<file path="src/rtl/core/rdc_pkg.sv">
// Shared constants and helpers for the radix digit converter.
// No dependencies; imported by every module of the block.
package rdc_pkg;

  localparam int unsigned VALUE_BITS_DEF = 31;
  localparam int unsigned RADIX_W        = 6;
  localparam int unsigned DIV_STEP       = 4;  // quotient bits resolved per cycle
  localparam int unsigned QUEUE_DEPTH    = 2;

  localparam logic [RADIX_W-1:0] RADIX_MIN   = 6'd2;
  localparam logic [RADIX_W-1:0] RADIX_MAX   = 6'd36;
  localparam logic [RADIX_W-1:0] RADIX_RESET = 6'd10;

  // Clamp a written radix into the supported range.
  function automatic logic [RADIX_W-1:0] sat_radix(input logic [RADIX_W-1:0] raw);
    logic [RADIX_W-1:0] r;
    r = raw;
    if (r < RADIX_MIN) r = RADIX_MIN;
    if (r > RADIX_MAX) r = RADIX_MAX;
    return r;
  endfunction

endpackage

</file>
<file path="src/rtl/core/rdc_front.sv">
// Front end: takes input items, drops zero values and queues the rest.
// Depends on rdc_pkg for the queue depth and the default value width.
module rdc_front
  import rdc_pkg::*;
#(
  parameter int unsigned VALUE_BITS = VALUE_BITS_DEF
) (
  input  logic                  clk_i,
  input  logic                  rst_ni,
  input  logic                  push,
  output logic                  full,
  input  logic [VALUE_BITS-1:0] value_i,
  output logic                  q_valid_o,
  output logic [VALUE_BITS-1:0] q_value_o,
  input  logic                  q_take_i
);

  localparam int unsigned PTR_W = (QUEUE_DEPTH > 1) ? $clog2(QUEUE_DEPTH) : 1;
  localparam int unsigned CNT_W = $clog2(QUEUE_DEPTH + 1);

  logic [VALUE_BITS-1:0] mem_q [QUEUE_DEPTH];
  logic [PTR_W-1:0]      wr_ptr_q, rd_ptr_q;
  logic [CNT_W-1:0]      count_q;
  logic                  wr_en, rd_en;

  assign full      = (count_q == CNT_W'(QUEUE_DEPTH));
  // A zero value yields no digits: drop it at the door.
  assign wr_en     = push && !full && (value_i != '0);
  assign q_valid_o = (count_q != '0);
  assign q_value_o = mem_q[rd_ptr_q];
  assign rd_en     = q_take_i && q_valid_o;

  always_ff @(posedge clk_i or negedge rst_ni) begin
    if (!rst_ni) begin
      wr_ptr_q <= '0;
      rd_ptr_q <= '0;
      count_q  <= '0;
    end else begin
      if (wr_en) begin
        wr_ptr_q <= (wr_ptr_q == PTR_W'(QUEUE_DEPTH - 1)) ? '0 : wr_ptr_q + 1'b1;
      end
      if (rd_en) begin
        rd_ptr_q <= (rd_ptr_q == PTR_W'(QUEUE_DEPTH - 1)) ? '0 : rd_ptr_q + 1'b1;
      end
      case ({wr_en, rd_en})
        2'b10:   count_q <= count_q + 1'b1;
        2'b01:   count_q <= count_q - 1'b1;
        default: count_q <= count_q;
      endcase
    end
  end

  always_ff @(posedge clk_i) begin
    if (wr_en) begin
      mem_q[wr_ptr_q] <= value_i;
    end
  end

endmodule

</file>
<file path="src/rtl/core/rdc_back.sv">
// Back end: repeated division into a digit stack, then digits out most
// significant first through a one-entry result register. Depends on rdc_pkg.
module rdc_back
  import rdc_pkg::*;
#(
  parameter int unsigned VALUE_BITS = VALUE_BITS_DEF
) (
  input  logic                  clk_i,
  input  logic                  rst_ni,
  input  logic [RADIX_W-1:0]    radix_i,
  input  logic                  q_valid_i,
  input  logic [VALUE_BITS-1:0] q_value_i,
  output logic                  q_take_o,
  output logic                  empty,
  input  logic                  pop,
  output logic [RADIX_W-1:0]    digit_o,
  output logic                  last_o
);

  localparam int unsigned PAD_BITS = ((VALUE_BITS + DIV_STEP - 1) / DIV_STEP) * DIV_STEP;
  localparam int unsigned STEPS    = PAD_BITS / DIV_STEP;
  localparam int unsigned STEP_W   = (STEPS > 1) ? $clog2(STEPS) : 1;
  localparam int unsigned IDX_W    = $clog2(VALUE_BITS);
  localparam int unsigned CNT_W    = $clog2(VALUE_BITS + 1);

  typedef enum logic [1:0] {
    StIdle,
    StDivide,
    StEmit
  } state_e;

  state_e              state_q;
  logic [PAD_BITS-1:0] work_q;
  logic [RADIX_W-1:0]  rem_q;
  logic [RADIX_W-1:0]  radix_q;
  logic [STEP_W-1:0]   step_q;
  logic [CNT_W-1:0]    cnt_q;
  logic                out_valid_q;
  logic [RADIX_W-1:0]  out_digit_q;
  logic                out_last_q;
  logic [RADIX_W-1:0]  stack_q [VALUE_BITS];

  logic [PAD_BITS-1:0] div_work;
  logic [RADIX_W-1:0]  div_rem;
  logic [RADIX_W:0]    trial;
  logic                digit_done;
  logic                load_out;
  logic [CNT_W-1:0]    cnt_dec;

  // Restoring division, DIV_STEP quotient bits per cycle, MSB first.
  always_comb begin
    div_work = work_q;
    div_rem  = rem_q;
    trial    = '0;
    for (int i = 0; i < DIV_STEP; i++) begin
      trial    = {div_rem, div_work[PAD_BITS-1]};
      div_work = {div_work[PAD_BITS-2:0], 1'b0};
      if (trial >= {1'b0, radix_q}) begin
        trial       = trial - {1'b0, radix_q};
        div_work[0] = 1'b1;
      end
      div_rem = trial[RADIX_W-1:0];
    end
  end

  assign digit_done = (state_q == StDivide) && (step_q == STEP_W'(STEPS - 1));
  assign load_out   = (state_q == StEmit) && (!out_valid_q || pop);
  assign cnt_dec    = cnt_q - 1'b1;
  assign q_take_o   = (state_q == StIdle) && q_valid_i;
  assign empty      = !out_valid_q;
  assign digit_o    = out_digit_q;
  assign last_o     = out_last_q;

  always_ff @(posedge clk_i or negedge rst_ni) begin
    if (!rst_ni) begin
      state_q     <= StIdle;
      work_q      <= '0;
      rem_q       <= '0;
      radix_q     <= RADIX_RESET;
      step_q      <= '0;
      cnt_q       <= '0;
      out_valid_q <= 1'b0;
      out_digit_q <= '0;
      out_last_q  <= 1'b0;
    end else begin
      if (load_out) begin
        out_valid_q <= 1'b1;
        out_digit_q <= stack_q[cnt_dec[IDX_W-1:0]];
        out_last_q  <= (cnt_q == CNT_W'(1));
      end else if (pop) begin
        out_valid_q <= 1'b0;
      end

      unique case (state_q)
        StIdle: begin
          if (q_valid_i) begin
            // Hold the radix for the whole item.
            work_q  <= PAD_BITS'(q_value_i);
            rem_q   <= '0;
            radix_q <= radix_i;
            step_q  <= '0;
            cnt_q   <= '0;
            state_q <= StDivide;
          end
        end
        StDivide: begin
          work_q <= div_work;
          if (digit_done) begin
            rem_q  <= '0;
            step_q <= '0;
            cnt_q  <= cnt_q + 1'b1;
            if (div_work == '0) begin
              state_q <= StEmit;
            end
          end else begin
            rem_q  <= div_rem;
            step_q <= step_q + 1'b1;
          end
        end
        StEmit: begin
          if (load_out) begin
            cnt_q <= cnt_dec;
            if (cnt_q == CNT_W'(1)) begin
              state_q <= StIdle;
            end
          end
        end
        default: state_q <= StIdle;
      endcase
    end
  end

  always_ff @(posedge clk_i) begin
    if (digit_done) begin
      stack_q[cnt_q[IDX_W-1:0]] <= div_rem;
    end
  end

endmodule

</file>
<file path="src/rtl/core/radix_digit_converter_unit.sv">
// Top level of the radix digit converter: radix register, front queue and
// divider back end. Depends on rdc_pkg, rdc_front and rdc_back.
//
// Each pushed value is converted to the configured radix (2..36, clamped) and
// popped as a run of digits, most significant first, last_o set on the least
// significant one; a zero value yields no digits. The divider resolves four
// quotient bits per cycle and runs over the whole padded value for each digit;
// the back end takes no new value until every digit of the current one has
// moved into the result register. A two-entry queue in front takes new values
// while a conversion runs, and the result register lets the next value start
// dividing while the last digit of the previous one still waits to be popped.
// Write the radix only while idle.
module radix_digit_converter_unit
  import rdc_pkg::*;
#(
  parameter int unsigned VALUE_BITS = VALUE_BITS_DEF
) (
  input  logic                  clk_i,
  input  logic                  rst_ni,
  input  logic                  cfg_we_i,
  input  logic [RADIX_W-1:0]    cfg_wdata_i,
  input  logic                  push,
  output logic                  full,
  input  logic [VALUE_BITS-1:0] value_i,
  output logic                  empty,
  input  logic                  pop,
  output logic [RADIX_W-1:0]    digit_o,
  output logic                  last_o
);

  logic [RADIX_W-1:0]    radix_q;
  logic                  q_valid;
  logic [VALUE_BITS-1:0] q_value;
  logic                  q_take;

  always_ff @(posedge clk_i or negedge rst_ni) begin
    if (!rst_ni) begin
      radix_q <= RADIX_RESET;
    end else if (cfg_we_i) begin
      radix_q <= sat_radix(cfg_wdata_i);
    end
  end

  rdc_front #(
    .VALUE_BITS(VALUE_BITS)
  ) u_front (
    .clk_i    (clk_i),
    .rst_ni   (rst_ni),
    .push     (push),
    .full     (full),
    .value_i  (value_i),
    .q_valid_o(q_valid),
    .q_value_o(q_value),
    .q_take_i (q_take)
  );

  rdc_back #(
    .VALUE_BITS(VALUE_BITS)
  ) u_back (
    .clk_i    (clk_i),
    .rst_ni   (rst_ni),
    .radix_i  (radix_q),
    .q_valid_i(q_valid),
    .q_value_i(q_value),
    .q_take_o (q_take),
    .empty    (empty),
    .pop      (pop),
    .digit_o  (digit_o),
    .last_o   (last_o)
  );

  // A digit is always below the clamped radix, hence below the top radix.
  assert property (@(posedge clk_i) disable iff (!rst_ni)
    !empty |-> (digit_o < RADIX_MAX))
    else $error("digit out of range");

  // Hold a waiting digit until its transfer.
  assert property (@(posedge clk_i) disable iff (!rst_ni)
    (!empty && !pop) |=> (!empty && $stable(digit_o) && $stable(last_o)))
    else $error("waiting digit changed before its transfer");

endmodule

</file>
<file path="config.mk">
export PLATFORM = sky130hd
export DESIGN_NAME = radix_digit_converter_unit
export DESIGN_NICKNAME = d
export VERILOG_FILES = /design/src/rtl/core/rdc_pkg.sv /design/src/rtl/core/rdc_front.sv /design/src/rtl/core/rdc_back.sv /design/src/rtl/core/radix_digit_converter_unit.sv
export SDC_FILE = /design/constraint.sdc
export NUM_CORES = 1
export LEC_CHECK = 0
export BUFFER_PORTS_ARGS = -buffer_cell sky130_fd_sc_hd__buf_2
export CAP_MARGIN = 0
export CORE_ASPECT_RATIO = 0.6
export CORE_MARGIN = 1
export CORE_UTILIZATION = 62
export DETAILED_ROUTE_END_ITERATION = 7
export PLACE_DENSITY = 0.81
export SLEW_MARGIN = 0
export SYNTH_ARGS = -nofsm -noshare
export SYNTH_HDL_FRONTEND = slang
export SYNTH_SLANG_ARGS = --single-unit
</file>
<file path="constraint.sdc">
create_clock -name clk_i -period 10.3 [get_ports clk_i]
set_input_delay 2.06 -clock clk_i [delete_from_list [all_inputs] [get_ports clk_i]]
set_output_delay 2.06 -clock clk_i [all_outputs]
set_load 0.02 [all_outputs]
</file>
* Yosys cells after proc, flatten, opt, wreduce, memory -nomap -nowiden
Memories as Yosys holds them, arrays and structs flattened. A register that Yosys moved wholly into a read port is not among the register bits.
Index checks and enable logic that the tools add are counted.
** Storage, ports and cells
- Flip-flop bits (word level) :: 66
- Memory bits (writable) :: 248
- Word-level logic and storage cells :: 103
- Memories :: 2
** Memories
- u_back.stack_q :: depth 31, bits a word 6, read ports 1, clocked after Yosys merged registers in 1, wr ports 1, RTL line rdc_back.sv:41 : logic [RADIX_W-1:0] stack_q [VALUE_BITS];
- u_front.mem_q :: depth 2, bits a word 31, read ports 1, clocked after Yosys merged registers in 0, wr ports 1, RTL line rdc_front.sv:21 : logic [VALUE_BITS-1:0] mem_q [QUEUE_DEPTH];
** Operators by class
- $add $sub $neg :: 11
- Order comparisons :: 6
- Equal/unequal tests :: 12
- Muxes and demuxes :: 38
- Reduce and logical (&&, ||, !) cells :: 22
** Operators with widths (number)
- one-hot mux 32 bit (2 select lines) :: 1
- 2-to-1 mux 6 bit :: 9
- zero test 32 bit :: 1
- 2-to-1 mux 32 bit :: 1
- nonzero test 31 bit :: 1
- >= comparator 7 x 6 -> 1 bit :: 4
- subtractor 6 bit :: 4
- 2-to-1 mux 5 bit :: 3
- one-hot mux 5 bit (3 select lines) :: 1
- 2-to-1 mux 1 bit :: 12
- one-hot mux 6 bit (2 select lines) :: 1
- 2-to-1 mux 2 bit :: 5
- nonzero test 2 bit :: 4
- equality test 2 bit, second input constant :: 3
- greater-than comparator 6 bit, second input constant :: 1
- logical AND 1 bit :: 6
- < comparator 6 x 2 -> 1 bit, second input constant :: 1
- 2-to-1 mux 3 bit :: 2
- inequality test 2 x 1 -> 1 bit, second input constant :: 3
- one-hot mux 2 bit (3 select lines) :: 1
- one-hot mux 3 bit (2 select lines) :: 1
- adder 5 x 1 -> 5 bit, second input constant :: 1
- equality test 5 x 1 -> 1 bit, second input constant :: 1
- AND reduction 5 bit :: 1
- other kinds (15) :: 21

* Logic depth before layout (Yosys ltp)
- Depth in word-level cells :: 12
- Mapped depth :: 31
- Gate-level depth less buffers :: 30

* Hierarchy
A second synthesis with hierarchy kept.
** Second synthesis, totals
- Cells, all modules :: 924
- Area total of the unflattened synthesis :: 14204.9 um^2
** By module, submodules not included
- rdc_back :: instances 1, cells an instance 770, area an instance 11403.4 um^2, seq. area each 7139.3 um^2
- rdc_front :: instances 1, cells an instance 126, area an instance 2503.7 um^2, seq. area each 1961.9 um^2
- radix_digit_converter_unit :: instances 1, cells an instance 28, area an instance 297.8 um^2, seq. area each 152.6 um^2

* Worst setup path after synthesis
No wires, ideal clock.
- Path type :: register to register
- Start point :: reg u_back.radix_q[1]
- End point :: mem u_back.stack_q[0][4], data pin
- Setup time :: 0.446 ns
- Arrival time :: 7.550 ns
- Path slack :: 2.304 ns
- Cell stages (with the launch flop) :: 31
- Path buffers :: 1
- Period minus slack after synthesis :: 7.996 ns
- Cells stage by stage :: dfstp_2 inv_1 ha_1 nand2_1 o21ai_1 a21o_1 buf_2 mux2_2 ha_1 o21a_1 o31ai_1 a211oi_1 a2111oi_4 mux2_2 inv_1 ha_1 nor2b_1 o31ai_1 a21oi_1 a311oi_1 o221ai_4 mux2i_1 ha_1 nor2b_1 o21ai_0 a31oi_1 o21ai_0 nand2b_1 a21o_1 nor2_1 o21ai_0
** On the way
- Word-level cells in the longest chain between the ends :: 8
** RTL lines
- start, declared :: RTL line rdc_back.sv:35 : logic [RADIX_W-1:0] radix_q;
- start signal, assigned :: RTL line rdc_back.sv:100 : radix_q <= radix_i;
- subtractor 6 bit or >= comparator 7 x 6 -> 1 bit (tied branches) :: RTL line rdc_back.sv:59, rdc_back.sv:58
- 2-to-1 mux 6 bit :: RTL line rdc_back.sv:58 : if (trial >= {1'b0, radix_q}) begin
- subtractor 6 bit or >= comparator 7 x 6 -> 1 bit (tied branches) :: RTL line rdc_back.sv:59, rdc_back.sv:58
- 2-to-1 mux 6 bit :: RTL line rdc_back.sv:58
- subtractor 6 bit or >= comparator 7 x 6 -> 1 bit (tied branches) :: RTL line rdc_back.sv:59, rdc_back.sv:58
- 2-to-1 mux 6 bit :: RTL line rdc_back.sv:58
- subtractor 6 bit or >= comparator 7 x 6 -> 1 bit (tied branches) :: RTL line rdc_back.sv:59, rdc_back.sv:58
- 2-to-1 mux 6 bit * :: RTL line rdc_back.sv:58
- via u_back.trial[4] :: RTL line rdc_back.sv:45 : logic [RADIX_W:0] trial;
- end, declared :: RTL line rdc_back.sv:41
The timed path passes the listed nets; every way through them passes the cells marked *.

* Final worst setup path
- Start point :: reg u_back.radix_q[1]
- End point :: mem u_back.stack_q[10][1], data pin
** On the way
- Word-level cells in the longest chain between the ends :: 8
** RTL lines (RTL line)
- subtractor 6 bit or >= comparator 7 x 6 -> 1 bit (tied branches) :: rdc_back.sv:59, rdc_back.sv:58
- 2-to-1 mux 6 bit :: rdc_back.sv:58
- subtractor 6 bit or >= comparator 7 x 6 -> 1 bit (tied branches) :: rdc_back.sv:59, rdc_back.sv:58
- 2-to-1 mux 6 bit :: rdc_back.sv:58
- >= comparator 7 x 6 -> 1 bit or subtractor 6 bit (tied branches) :: rdc_back.sv:58, rdc_back.sv:59
- 2-to-1 mux 6 bit :: rdc_back.sv:58
- subtractor 6 bit or >= comparator 7 x 6 -> 1 bit (tied branches) :: rdc_back.sv:59, rdc_back.sv:58
- 2-to-1 mux 6 bit * :: rdc_back.sv:58
- via u_back.trial[1] :: rdc_back.sv:45
Marked as above.

==> flow_summary.html <==
<table>
<tr><th>Metric</th><th>Value</th></tr>
<tr><th colspan="2">Final layout</th></tr>
<tr><td>Most used cells in the layout excluding fill and tap cells</td><td>sky130_fd_sc_hd__edfxtp_1 (248), sky130_fd_sc_hd__nor2_1 (88), sky130_fd_sc_hd__dfrtp_1 (67)</td></tr>
<tr><td>Commonest non-fill, non-tap cell in the layout</td><td>sky130_fd_sc_hd__edfxtp_1</td></tr>
<tr><td>Final core utilization</td><td>0.708</td></tr>
<tr><td>Fraction of final layout cells with drive strength greater than 1</td><td>0.182</td></tr>
<tr><td>Area growth from synthesis to final layout</td><td>10.6%</td></tr>
<tr><td>Final net count</td><td>approximately 1.1k</td></tr>
<tr><td>Fill count</td><td>1413</td></tr>
<tr><th colspan="2">Flow run</th></tr>
<tr><td>Max capacitance violation total</td><td>0</td></tr>
<tr><th colspan="2">CTS</th></tr>
<tr><td>Clock tree from TritonCTS</td><td>built</td></tr>
<tr><td>Total of hold buffers inserted after clock tree synthesis</td><td>0</td></tr>
<tr><td>Library cell used as clock root buffer</td><td>sky130_fd_sc_hd__clkbuf_16</td></tr>
<tr><td>CTS sink cnt</td><td>320</td></tr>
<tr><td>Number of post-CTS setup repair buffers</td><td>0</td></tr>
<tr><td>Number of H-tree levels</td><td>1</td></tr>
<tr><td>Clock transition at path regs</td><td>0.07 ns</td></tr>
<tr><td>Number of gates resized after CTS</td><td>0</td></tr>
<tr><td>Number of CTS-inserted buffers</td><td>29</td></tr>
<tr><td>Clock Latency Late Sink</td><td>0.57 ns</td></tr>
<tr><td>Buffer depth of the longest clock path</td><td>3</td></tr>
<tr><th colspan="2">Power and ir drop</th></tr>
<tr><td>Clock share of power</td><td>0.299</td></tr>
<tr><td>Int Pwr</td><td>~2.6 mW</td></tr>
<tr><td>P_sw</td><td>between 1 and 1.5 mW</td></tr>
<tr><td>Peak supply drop</td><td>approximately 0.00016 V</td></tr>
<tr><td>Proportion of total power due to net switching</td><td>0.285</td></tr>
<tr><td>Total chip power</td><td>about 3.6 mW</td></tr>
<tr><td>Power density relative to cell area</td><td>~230 nW/um^2</td></tr>
<tr><td>Sequential Power Share</td><td>0.512</td></tr>
<tr><td>Logic pwr share</td><td>0.189</td></tr>
<tr><td>Cell leakage power</td><td>about 5.8 nW</td></tr>
<tr><th colspan="2">Route</th></tr>
<tr><td>Iteration-0 DRC Markers</td><td>860</td></tr>
<tr><td>Via density per instance</td><td>6.36</td></tr>
<tr><td>WL per Instance</td><td>approximately 23 um</td></tr>
<tr><td>Drc violations</td><td>0</td></tr>
<tr><td>Routed wire length</td><td>~31000 um</td></tr>
<tr><td>Number of routed nets with antenna violations</td><td>0</td></tr>
<tr><td>Via count</td><td>just under 9k</td></tr>
<tr><td>Number of iterations in the first detailed-routing pass</td><td>5</td></tr>
<tr><th colspan="2">Setup path</th></tr>
<tr><td>Critical path peak fanout</td><td>31</td></tr>
<tr><td>Worst path max stage delay</td><td>0.98 ns</td></tr>
<tr><td>CP Capture Type</td><td>register</td></tr>
<tr><td>Req. time, crit path</td><td>about 10 ns</td></tr>
<tr><td>CP Class</td><td>register to register</td></tr>
<tr><td>Slowest stage cell, crit path</td><td>sky130_fd_sc_hd__nor2_2</td></tr>
<tr><td>Arrival @ worst endpoint</td><td>roughly 9.8 ns</td></tr>
<tr><td>Kind of launch point of the worst setup path</td><td>register</td></tr>
<tr><th colspan="2">Synthesis</th></tr>
<tr><td>Count of distinct cell types in the synthesized netlist</td><td>63</td></tr>
<tr><td>Largest cells by area after synthesis</td><td>sky130_fd_sc_hd__edfxtp_1 (52%), sky130_fd_sc_hd__dfrtp_1 (12%), sky130_fd_sc_hd__mux4_2 (8.5%)</td></tr>
<tr><td>FF+latch count, synth</td><td>between 300 and 400</td></tr>
<tr><td>Cell type with the highest aggregate area in the netlist</td><td>sky130_fd_sc_hd__edfxtp_1</td></tr>
<tr><td>Warnings, synthesis</td><td>0</td></tr>
<tr><td>Portion of the post-synthesis area used by sequential elements</td><td>0.647</td></tr>
<tr><td>Top-area cell type share of the netlist area</td><td>0.521</td></tr>
<tr><td>Most used flip-flop cell after synthesis</td><td>sky130_fd_sc_hd__edfxtp_1</td></tr>
<tr><td>Synth async-reset ratio</td><td>0.225</td></tr>
<tr><td>Number of enable flip-flop cells after synthesis</td><td>~250</td></tr>
<tr><td>Post-synthesis average cell area</td><td>~14 sq um</td></tr>
<tr><td>Number of nets in the synthesized netlist</td><td>roughly 1.1k</td></tr>
<tr><td>Cells after synthesis</td><td>between 900 and 1k</td></tr>
<tr><td>Summed instance area of the synthesized netlist</td><td>around 14000 sq um</td></tr>
<tr><th colspan="2">Timing</th></tr>
<tr><td>Final Max Slew Viols</td><td>0</td></tr>
<tr><td>Count of final setup violators</td><td>0</td></tr>
<tr><td>Highest clock frequency the design can meet</td><td>roughly 100 MHz</td></tr>
<tr><td>Max-Slew Margin vs Limit</td><td>0.0941</td></tr>
<tr><td>Final worst hold slack</td><td>0.482 ns</td></tr>
<tr><td>RSZ-0062 raised after global routing</td><td>false</td></tr>
<tr><td>Final Critical Period</td><td>around 9.6 ns</td></tr>
<tr><td>Tightest Pin Transition</td><td>between 1 and 1.5 ns</td></tr>
<tr><td>Final WS setup</td><td>between 0.7 and 0.8 ns</td></tr>
<tr><td>Period utilisation layout</td><td>0.929</td></tr>
<tr><td>Total negative setup slack</td><td>0 ns</td></tr>
<tr><td>Final Hold Violating Endpoints</td><td>0</td></tr>
<tr><td>Clk_skew</td><td>0.0155 ns</td></tr>
<tr><th colspan="2">Floorplanning</th></tr>
<tr><td>Site Rows</td><td>42</td></tr>
<tr><td>Boundary pin count</td><td>51</td></tr>
<tr><td>Die area</td><td>23700 sq um</td></tr>
<tr><td>Starting density of the core</td><td>0.640</td></tr>
<tr><td>Core area</td><td>22300 sq um</td></tr>
<tr><td>Die width</td><td>198 um</td></tr>
<tr><td>Die Y-Extent</td><td>~120 um</td></tr>
<tr><th colspan="2">Placed design</th></tr>
<tr><td>Gpl congestion</td><td>0.942</td></tr>
<tr><td>Placed wire-length estimate</td><td>around 21000 um</td></tr>
<tr><td>Pre-CTS setup slack</td><td>approximately 0.96 ns</td></tr>
<tr><td>Buffers added on ports</td><td>50</td></tr>
<tr><th colspan="2">GRT</th></tr>
<tr><td>Pin count of the biggest net entering global routing</td><td>77</td></tr>
<tr><td>Antenna violations before repair</td><td>1</td></tr>
<tr><td>Global-route wire length before repair</td><td>48300 um</td></tr>
<tr><td>Final global-route overflow total</td><td>0</td></tr>
<tr><td>Number of global-route vias before repair</td><td>between 8k and 9k</td></tr>
<tr><td>GRT Total Usage</td><td>0.276</td></tr>
<tr><th colspan="2">Hold path</th></tr>
<tr><td>Class of the tightest hold or removal check</td><td>register to register</td></tr>
<tr><th colspan="2">Outcome</th></tr>
<tr><td>Result of the run</td><td>finished, final reports clean</td></tr>
</table>
==> flip-flops by register name, summed over array words and instances, names as in the netlist, 2 cells and up <==
signal           cells
u_back.radix_q       6
u_back.rem_q         6
u_back.stack_q     186
u_back.cnt_q         5
u_front.count_q      2
radix_q              6
u_back.work_q       32
u_back.state_q       2
u_back.step_q        3
u_front.mem_q       62
u_back.digit_o       6
==> stage by stage <==
| stage | instance area, sq um | instances |
|---|---|---|
| floorplan | 14300 | 989 |
| finish | 15800 | 1366 |
| global placement | 14900 | 1311 |
| detailed placement | 14900 | 1311 |
| CTS | 15800 | 1365 |
| global route | 15800 | 1365 |
==> worst max-delay path: cells and delay by family (launching register included) <==
family,cells,cell delay [ns]
DFF,1,0.64
and+or+nand+nor,5,1.51
adders and majority gates,4,1.00
buffers and inverters,3,0.31
muxes,3,1.19
AOI/OAI and AO/OA,15,4.49
==> kinds of logic after synthesis <==
logic type               share of synthesized area
AO/OA/AOI/OAI                               0.0737
adder cells (fa/ha/maj)                     0.0369
flip-flops                                   0.647
buffers and inverters                       0.0219
multiplexers                                 0.135
AND/OR/NAND/NOR                             0.0732
XOR/XNOR                                    0.0122
==> worst paths after layout <==
check | start | to | slack [ns] | cells after the start
setup / recovery | u_back.radix_q[1] | u_back.stack_q[10][1] | 0.74 | 30
hold / removal | u_back.radix_q[4] | u_back.radix_q[4] | 0.48 | 2
setup reg to reg | u_back.radix_q[1] | u_back.stack_q[10][1] | 0.74 | 30
hold reg to reg | u_back.radix_q[4] | u_back.radix_q[4] | 0.48 | 2
max in group asynchronous | rst_ni | u_back.cnt_q[0] | 8.00 | 1
min in group asynchronous | rst_ni | u_back.work_q[15] | 1.64 | 1
==> cell type report <==
class | count | area, sq um | area share
clock inverters | 17 | 179 | 0.0113
diodes | 1 | 2.50 | 0.000158
well taps | 308 | 385 | 0.0244
multi-input cells | 587 | 4770 | 0.302
repair buffers | 59 | 320 | 0.0202
flip-flops and latches | 320 | 9260 | 0.585
clock buffers | 37 | 766 | 0.0484
inverters | 37 | 139 | 0.00878
==> power by group through the flow <==
stage	logic [mW]	clock network [mW]	registers [mW]
2_1_floorplan	0.426	0	1.84
3_3_place_gp	0.636	0	1.86
3_5_place_dp	0.664	0	1.86
4_1_cts	0.668	1.08	1.84
5_1_grt	0.731	1.13	1.85
6_report	0.680	1.07	1.84
==> per-layer routing <==
layer	share of wire	routed length (um)	GRT usage
met2	0.41	12900	0.363
met5	0.0029	91	0.0305
met3	0.12	3620	0.0891
met4	0.013	395	0.0465
met1	0.46	14400	0.449
==> cells in the mapped netlist, types with 14 or more instances <==
cell	number
sky130_fd_sc_hd__clkbuf_1	37
sky130_fd_sc_hd__ha_1	35
sky130_fd_sc_hd__nor4_1	14
sky130_fd_sc_hd__nor2_1	93
sky130_fd_sc_hd__o21ai_0	60
sky130_fd_sc_hd__a21oi_1	58
sky130_fd_sc_hd__edfxtp_1	248
sky130_fd_sc_hd__dfrtp_1	68
sky130_fd_sc_hd__mux2_2	17
sky130_fd_sc_hd__inv_1	37
sky130_fd_sc_hd__mux2i_1	48
sky130_fd_sc_hd__nand3_1	17
sky130_fd_sc_hd__mux4_2	54
sky130_fd_sc_hd__xnor2_1	18
sky130_fd_sc_hd__nand2_1	66
(Power assumes the default switching activity.)
